[src/rtl/led_blink_pattern_sequencer_unit_macros.svh]
// Assertion macros for the LED blink pattern sequencer, used by its pattern engine.
`ifndef LED_BLINK_PATTERN_SEQUENCER_UNIT_MACROS_SVH
`define LED_BLINK_PATTERN_SEQUENCER_UNIT_MACROS_SVH

// Same-cycle implication, checked at every rising clock edge out of reset.
`define LBPS_ASSERT_NOW(label, clk, rst_n, ante, cons) \
    label: assert property (@(posedge clk) disable iff (!rst_n) (ante) |-> (cons)) \
        else $error("lbps assertion failed");

// Next-cycle implication, checked at every rising clock edge out of reset.
`define LBPS_ASSERT_NEXT(label, clk, rst_n, ante, cons) \
    label: assert property (@(posedge clk) disable iff (!rst_n) (ante) |=> (cons)) \
        else $error("lbps assertion failed");

`endif

[src/rtl/lbps_pkg.sv]
// Package with the types, pattern codes and step table of the LED blink sequencer.
package lbps_pkg;

    // Width of the tick counter that the due time is kept in.
    localparam int TICK_BITS = 32;
    localparam int NOW_BITS  = 32;

    // Pattern codes.
    localparam logic [2:0] PAT_KEEP_OFF = 3'd0;
    localparam logic [2:0] PAT_KEEP_ON  = 3'd1;
    localparam logic [2:0] PAT_DOUBLE   = 3'd2;
    localparam logic [2:0] PAT_FAST     = 3'd3;
    localparam logic [2:0] PAT_SLOW     = 3'd4;
    localparam logic [2:0] PAT_ONCE     = 3'd5;

    // Item modes.
    localparam logic MODE_SELECT  = 1'b0;
    localparam logic MODE_SERVICE = 1'b1;

    // Step durations in ticks.
    localparam logic [7:0] BLIP_TICKS       = 8'd10;
    localparam logic [7:0] DOUBLE_GAP_TICKS = 8'd200;
    localparam logic [7:0] SLOW_ON_TICKS    = 8'd180;
    localparam logic [7:0] SLOW_OFF_TICKS   = 8'd50;
    localparam logic [7:0] ONCE_ON_TICKS    = 8'd30;
    localparam logic [7:0] ONCE_OFF_TICKS   = 8'd20;

    typedef logic [TICK_BITS-1:0] tick_t;

    // One accepted input item.
    typedef struct packed {
        logic                mode;
        logic [2:0]          pattern;
        logic [NOW_BITS-1:0] now;
    } item_t;

    // One result item.
    typedef struct packed {
        logic       led_on;
        logic [2:0] active_pattern;
    } result_t;

    // What the step table gives for the current step of a blink pattern.
    typedef struct packed {
        logic [1:0] index;
        logic       level;
        logic [7:0] ticks;
        logic       last;
    } step_info_t;

    // Looks up the step in force; the raw step index is folded onto the
    // pattern's own step count first.
    function automatic step_info_t step_lookup(input logic [2:0] pat, input logic [1:0] step);
        step_info_t info;
        info = '0;
        case (pat)
            PAT_DOUBLE:
            begin
                info.index = step;
                info.level = ~step[0];
                info.ticks = (step == 2'd3) ? DOUBLE_GAP_TICKS : BLIP_TICKS;
                info.last  = (step == 2'd3);
            end
            PAT_FAST:
            begin
                info.index = {1'b0, step[0]};
                info.level = ~step[0];
                info.ticks = BLIP_TICKS;
                info.last  = step[0];
            end
            PAT_SLOW:
            begin
                info.index = {1'b0, step[0]};
                info.level = ~step[0];
                info.ticks = step[0] ? SLOW_OFF_TICKS : SLOW_ON_TICKS;
                info.last  = step[0];
            end
            PAT_ONCE:
            begin
                info.index = {1'b0, step[0]};
                info.level = ~step[0];
                info.ticks = step[0] ? ONCE_OFF_TICKS : ONCE_ON_TICKS;
                info.last  = step[0];
            end
            default:
            begin
                info = '0;
            end
        endcase
        return info;
    endfunction

endpackage

[src/rtl/led_blink_pattern_sequencer_unit.sv]
// Top level of the LED blink pattern sequencer.
// One item is taken per clock when the result side keeps up: an item is held
// in the input register, where a single compare, add and step-table lookup update the
// pattern state, and its result is then held in the output register until taken, so
// sustained throughput is one item per cycle. A select item (mode 0) chooses the
// pattern, a service item (mode 1) carries the tick count; every item gives exactly
// one result with the LED level and the pattern in force after it.
module led_blink_pattern_sequencer_unit (
    input  logic        clk,
    input  logic        rst_n,
    input  logic        in_valid,
    output logic        in_stall,
    input  logic        mode,
    input  logic [2:0]  pattern,
    input  logic [31:0] now,
    output logic        out_valid,
    input  logic        out_stall,
    output logic        led_on,
    output logic [2:0]  active_pattern
);
    import lbps_pkg::*;

    item_t   in_item;
    item_t   held_item;
    logic    held_valid;
    logic    advance;
    result_t result;
    result_t out_result;

    assign in_item.mode    = mode;
    assign in_item.pattern = pattern;
    assign in_item.now     = now;

    // Input register.
    lbps_input_stage u_input (
        .clk        (clk),
        .rst_n      (rst_n),
        .in_valid   (in_valid),
        .in_stall   (in_stall),
        .in_item    (in_item),
        .advance    (advance),
        .held_valid (held_valid),
        .held_item  (held_item)
    );

    // Pattern state and update.
    lbps_pattern_engine u_engine (
        .clk    (clk),
        .rst_n  (rst_n),
        .fire   (advance),
        .item   (held_item),
        .result (result)
    );

    // Output register.
    lbps_output_stage u_output (
        .clk        (clk),
        .rst_n      (rst_n),
        .held_valid (held_valid),
        .result     (result),
        .advance    (advance),
        .out_valid  (out_valid),
        .out_stall  (out_stall),
        .out_result (out_result)
    );

    assign led_on         = out_result.led_on;
    assign active_pattern = out_result.active_pattern;

endmodule

[src/rtl/lbps_input_stage.sv]
// Input register of the LED blink sequencer: holds one accepted item.
module lbps_input_stage (
    input  logic           clk,
    input  logic           rst_n,
    input  logic           in_valid,
    output logic           in_stall,
    input  lbps_pkg::item_t in_item,
    input  logic           advance,
    output logic           held_valid,
    output lbps_pkg::item_t held_item
);
    import lbps_pkg::*;

    logic  valid_reg;
    item_t item_reg;
    logic  load;

    // The register is free when empty or when its item moves on this cycle.
    assign in_stall   = valid_reg && !advance;
    assign load       = in_valid && !in_stall;
    assign held_valid = valid_reg;
    assign held_item  = item_reg;

    // Occupancy flag.
    always_ff @(posedge clk or negedge rst_n)
    begin
        if (!rst_n)
        begin
            valid_reg <= 1'b0;
        end
        else if (load)
        begin
            valid_reg <= 1'b1;
        end
        else if (advance)
        begin
            valid_reg <= 1'b0;
        end
    end

    // Item payload.
    always_ff @(posedge clk)
    begin
        if (load)
        begin
            item_reg <= in_item;
        end
    end

endmodule

[src/rtl/lbps_pattern_engine.sv]
// Pattern state of the LED blink sequencer and its per-item update.
module lbps_pattern_engine (
    input  logic             clk,
    input  logic             rst_n,
    input  logic             fire,
    input  lbps_pkg::item_t   item,
    output lbps_pkg::result_t result
);
    import lbps_pkg::*;

`include "led_blink_pattern_sequencer_unit_macros.svh"

    logic [2:0] pattern_reg, pattern_next;
    logic [1:0] step_reg, step_next;
    tick_t      due_reg, due_next;
    logic       led_reg, led_next;

    logic [2:0] sel_pattern;
    tick_t      tick;
    step_info_t info;

    // Unused selector codes fall back to keep off.
    assign sel_pattern = (item.pattern > PAT_ONCE) ? PAT_KEEP_OFF : item.pattern;
    assign tick        = TICK_BITS'(item.now);
    assign info        = step_lookup(pattern_reg, step_reg);

    // Next state for the item in the input register.
    always_comb
    begin
        pattern_next = pattern_reg;
        step_next    = step_reg;
        due_next     = due_reg;
        led_next     = led_reg;
        if (item.mode == MODE_SELECT)
        begin
            if (sel_pattern != pattern_reg)
            begin
                pattern_next = sel_pattern;
                if (sel_pattern >= PAT_DOUBLE)
                begin
                    step_next = 2'd0;
                end
            end
        end
        else if (pattern_reg == PAT_KEEP_ON)
        begin
            led_next = 1'b1;
        end
        else if (pattern_reg == PAT_KEEP_OFF || pattern_reg > PAT_ONCE)
        begin
            led_next = 1'b0;
        end
        else if (tick > due_reg)
        begin
            led_next = info.level;
            due_next = tick + TICK_BITS'(info.ticks);
            if (info.last && pattern_reg == PAT_ONCE)
            begin
                pattern_next = PAT_KEEP_OFF;
                step_next    = info.index;
            end
            else if (info.last)
            begin
                step_next = 2'd0;
            end
            else
            begin
                step_next = info.index + 2'd1;
            end
        end
    end

    // The result shows the state after this item.
    assign result.led_on         = led_next;
    assign result.active_pattern = pattern_next;

    // State registers.
    always_ff @(posedge clk or negedge rst_n)
    begin
        if (!rst_n)
        begin
            pattern_reg <= PAT_KEEP_OFF;
            step_reg    <= 2'd0;
            due_reg     <= '0;
            led_reg     <= 1'b0;
        end
        else if (fire)
        begin
            pattern_reg <= pattern_next;
            step_reg    <= step_next;
            due_reg     <= due_next;
            led_reg     <= led_next;
        end
    end

    // The pattern in force is always a meaningful code.
    `LBPS_ASSERT_NOW(a_pattern_legal, clk, rst_n, 1'b1, pattern_reg <= PAT_ONCE)
    // A select item never moves the LED.
    `LBPS_ASSERT_NEXT(a_select_keeps_led, clk, rst_n,
        fire && item.mode == MODE_SELECT, $stable(led_reg))
    // Servicing keep on lights the LED.
    `LBPS_ASSERT_NEXT(a_keep_on_lit, clk, rst_n,
        fire && item.mode == MODE_SERVICE && pattern_reg == PAT_KEEP_ON, led_reg)
    // Servicing a keep pattern leaves step index and due time alone.
    `LBPS_ASSERT_NEXT(a_keep_holds_step, clk, rst_n,
        fire && item.mode == MODE_SERVICE
            && (pattern_reg == PAT_KEEP_OFF || pattern_reg == PAT_KEEP_ON),
        $stable(step_reg) && $stable(due_reg))

endmodule

[src/rtl/lbps_output_stage.sv]
// Output register of the LED blink sequencer: holds one result until taken.
module lbps_output_stage (
    input  logic             clk,
    input  logic             rst_n,
    input  logic             held_valid,
    input  lbps_pkg::result_t result,
    output logic             advance,
    output logic             out_valid,
    input  logic             out_stall,
    output lbps_pkg::result_t out_result
);
    import lbps_pkg::*;

    logic    valid_reg;
    result_t result_reg;

    // An item moves on when the register is empty or is being emptied.
    assign advance    = held_valid && (!valid_reg || !out_stall);
    assign out_valid  = valid_reg;
    assign out_result = result_reg;

    // Occupancy flag.
    always_ff @(posedge clk or negedge rst_n)
    begin
        if (!rst_n)
        begin
            valid_reg <= 1'b0;
        end
        else if (advance)
        begin
            valid_reg <= 1'b1;
        end
        else if (!out_stall)
        begin
            valid_reg <= 1'b0;
        end
    end

    // Result payload.
    always_ff @(posedge clk)
    begin
        if (advance)
        begin
            result_reg <= result;
        end
    end

endmodule
[config.mk]
export PLATFORM = sky130hd
export DESIGN_NAME = led_blink_pattern_sequencer_unit
export DESIGN_NICKNAME = d
export VERILOG_FILES = /design/src/rtl/lbps_pkg.sv /design/src/rtl/led_blink_pattern_sequencer_unit.sv /design/src/rtl/lbps_input_stage.sv /design/src/rtl/lbps_pattern_engine.sv /design/src/rtl/lbps_output_stage.sv
export VERILOG_INCLUDE_DIRS = /design/src /design/src/rtl
export SDC_FILE = /design/constraint.sdc
export NUM_CORES = 1
export LEC_CHECK = 0
export ABC_AREA = 1
export BUFFER_PORTS_ARGS = -buffer_cell sky130_fd_sc_hd__buf_2
export CAP_MARGIN = 10
export CORE_ASPECT_RATIO = 2
export CORE_MARGIN = 1.5
export CORE_UTILIZATION = 26
export DETAILED_ROUTE_END_ITERATION = 10
export SLEW_MARGIN = 20
export SYNTH_ARGS = -nofsm -noshare
export SYNTH_HDL_FRONTEND = slang
export SYNTH_HIERARCHICAL = 1
export SYNTH_SLANG_ARGS = --single-unit
[constraint.sdc]
create_clock -name clk -period 3.17 [get_ports clk]
set_clock_uncertainty 0.05 [all_clocks]
set_input_delay 0.1585 -clock clk [delete_from_list [all_inputs] [get_ports clk]]
set_output_delay 0.1585 -clock clk [all_outputs]
set_load 0.02 [all_outputs]
==> summary.txt <==
Drt
  • Met2 Wirelength: 7.05 mm
  • DR iter-0 viols: 145
  • Via count: 3913
  • Final wirelength: 11.8 mm
  • DR WL met3: 221 um
  • Drt drc: 0
  • Detail Route Antenna Nets: 0
  • Uppermost routed layer: met4
  • Via density: 4.57
  • DR WL/cell: 13.8 um
  • Met1 WL: 4.00 mm
  • Pre-Repair DR Iteration Count: 5

Placed design
  • Post-Place Setup Slack: 0.126 ns
  • DP HPWL: 9.01 mm
  • RePlAce Congestion: 0.855
  • Buffers on Ports: 45

Worst setup path
  • Worst EP arrival: 3.10 ns
  • CP Capture Type: register
  • Worst setup SP type: register
  • FF-to-FF setup slack: 0.25 ns
  • Critical Path RT: 3.34 ns
  • Crit Path Class: register to register
  • Worst-path maximum fanout: 6

Clock tree
  • Clk buf depth: 2
  • Clock transition at path regs: 0.06 ns
  • Sink Count: 80
  • Skew-Pair Late Insertion Delay: 0.34 ns
  • H-tree level count: 3
  • CTS Root Cell: clkbuf_16
  • CTS tree: built
  • Total CTS buffers: 9

Yosys
  • Dominant synthesized flop cell: edfxtp_1
  • Largest area contributor in the netlist: edfxtp_1
  • Ys async rst share: 50.0%
  • Yosys top cell area share: 24.6%
  • EDFF count, synth: 40
  • Mean Syn Cell Area: 8.97 um2
  • Yosys warnings: 6
  • Cells after Synth: 544
  • Post-Synthesis Net Count: 630
  • Synth cell types: 40
  • Synth top area cells: edfxtp_1 (25%), dfrtp_1 (21%), ha_1 (12%), nand2_1 (10%), inv_1 (5.5%)
  • Synth Register Bits: 80
  • Synth Cell Area: 0.00488 mm2
  • Sequential fraction of the synthesis area: 45.2%

Finish
  • Largest register FFs: 36
  • Area growth from synthesis to layout: 24.1%
  • Commonest non-fill, non-tap cells in the layout: nand2_1 (132), inv_1 (72), buf_2 (44), ha_1 (44), edfxtp_1 (40)
  • Nets: 722
  • Commonest non-fill, non-tap cell in the layout: nand2_1
  • Fillcell total: 1902
  • Share of post-route cells with drive strength above 1: 16.7%
  • Ant. Diodes: 0

Pwr
  • VDD IR max: 0.333 mV
  • P per Cell Area: 502 mW/mm2
  • Sequential power share: 43.5%
  • Comb pwr share: 23.3%
  • Switching Fraction: 30.3%
  • Internal: 2.12 mW
  • Leak pwr: 2.70 nW
  • P_sw: 0.921 mW
  • Clock power frac: 33.3%

Global route
  • Global-route wire length before repair: 19.0 mm
  • Gr usage total: 12.9%
  • Vias in the first global route: 4076
  • Largest net degree at the start of global routing: 41
  • Grt ovf: 0
  • Initial antenna violation count: 0

Worst hold path
  • Hold/Removal Path Class: primary input to async pin

Die
  • Core ar.: 0.0183 mm2
  • Die Span Y: 197 um
  • Die width: 99.8 um
  • FP Rows: 70
  • Initial core utilization: 26.6%
  • Die Footprint: 0.0196 mm2
  • Top Ports: 46

Timing
  • Crit share post-route: 92.2%
  • Setup-failing EPs final: 0
  • Setup TNS: 0 ns
  • Slew Limit Headroom: 60.4%
  • Setup ws final: 0.247 ns
  • Slew Viols, Final: 0
  • Tmin final: 2.92 ns
  • RSZ-0062 raised after global routing: no
  • Tightest Pin Transition: 0.594 ns
  • Max Fclk: 342 MHz
  • Fin. Hold Viols: 0

Outcome
  • Outcome: completed

Flow run
  • Max-cap viol count: 0
## power groups by stage
| stage | clock, mW | sequential (mW) | combinational (mW) |
|---|---|---|---|
| 6_report | 1.01 | 1.32 | 0.707 |
| 5_1_grt | 1.08 | 1.34 | 0.808 |
| 4_1_cts | 1.05 | 1.32 | 0.709 |
| 3_5_place_dp | 0 | 1.34 | 0.669 |
| 3_3_place_gp | 0 | 1.34 | 0.656 |
| 2_1_floorplan | 0 | 1.32 | 0.486 |
## cells in the mapped netlist, types with 10 or more instances
cell type and number:
nand2_1 132, xor2_1 11, ha_1 45, xnor2_1 14, nand3_1 22, o21ai_2 10, a21oi_1 29, dfrtp_1 40
edfxtp_1 40, nor2_1 30, inv_1 72, o21ai_0 10, o21ai_1 23
## critical path: stages (launching register included)
cell and delay, ns:
dfrtp_2 0.46, inv_2 0.14, nand2_1 0.12, nor2_1 0.13
nand2_1 0.07, a31oi_1 0.21, ha_2 0.23, fa_1 0.21
nand3_1 0.13, nand2_1 0.11, nand4_1 0.11, nand2_2 0.15
nand2_1 0.14, nor2_4 0.13, nand2_1 0.11, nor2_1 0.11
nand2_1 0.05, nand3_1 0.07, o21ai_1 0.06
## area by class of cell
class | instances | area (um2) | area share [%]
Multi-Input combinational cell | 378 | 2340 | 38.6
Clock buffer | 13 | 240 | 3.97
Clock inverter | 3 | 42.5 | 0.703
Sequential cell | 80 | 2210 | 36.4
Timing Repair Buffer | 89 | 656 | 10.8
Tap cell | 216 | 270 | 4.47
Inverter | 78 | 300 | 4.96
## cell families (layout without fill, tap and decap cells)
group / Yosys count / in the layout / synth area share [%]
and+or+nand+nor: 220 / 220 / 20.1
AOI/OAI and AO/OA: 87 / 87 / 11.0
buffers and inverters: 86 / 183 / 7.34
DFF: 80 / 80 / 45.2
adders and majority gates: 46 / 46 / 12.0
xor gates and xnor gates: 25 / 25 / 4.49
## per-layer routing
metal / track usage (%) / vias up
met5: 0 / -
met4: 8.35 / 0
met3: 2.06 / 30
met2: 26.0 / 53
met1: 11.1 / 1848
li1: - / 1982
## worst paths after layout
path | start | endpoint | cells past startpoint
worst max-delay path | u_engine/pattern_reg[0]$_DFFE_PN0P_ | u_engine/due_reg[31]$_DFFE_PN0P_ | 18
worst min-delay path | rst_n | u_output/out_valid$_DFFE_PN0P_ | 2
worst max register to register | u_engine/pattern_reg[0]$_DFFE_PN0P_ | u_engine/due_reg[31]$_DFFE_PN0P_ | 18
worst min register to register | u_engine/due_reg[19]$_DFFE_PN0P_ | u_engine/due_reg[19]$_DFFE_PN0P_ | 2
max in group asynchronous | rst_n | u_engine/pattern_reg[1]$_DFFE_PN0P_ | 2
min in group clk | u_engine/due_reg[19]$_DFFE_PN0P_ | u_engine/due_reg[19]$_DFFE_PN0P_ | 2
## repair_timing
action	4_1_cts	5_1_grt
hold endpoints to repair	78	0
gates resized for setup	0	9
setup buffers	0	2
endpoints found under the setup margin	0	7
hold buffers	39	0
## per-stage QoR
stage / hold slack, ns / utilization, % / std cells / power [mW] / area (um2)
after floorplan: -0.187 / - / 544 / 1.80 / 4880
after global placement: 0.286 / 29.2 / 800 / 1.99 / 5340
after detailed placement: 0.287 / 29.2 / 800 / 2.01 / 5340
after CTS: 0.445 / 32.9 / 855 / 3.08 / 6010
after global routing: 0.360 / 33.1 / 857 / 3.22 / 6050
final: 0.312 / 33.1 / 857 / 3.04 / 6050
Power figures use the tool's default switching activity.
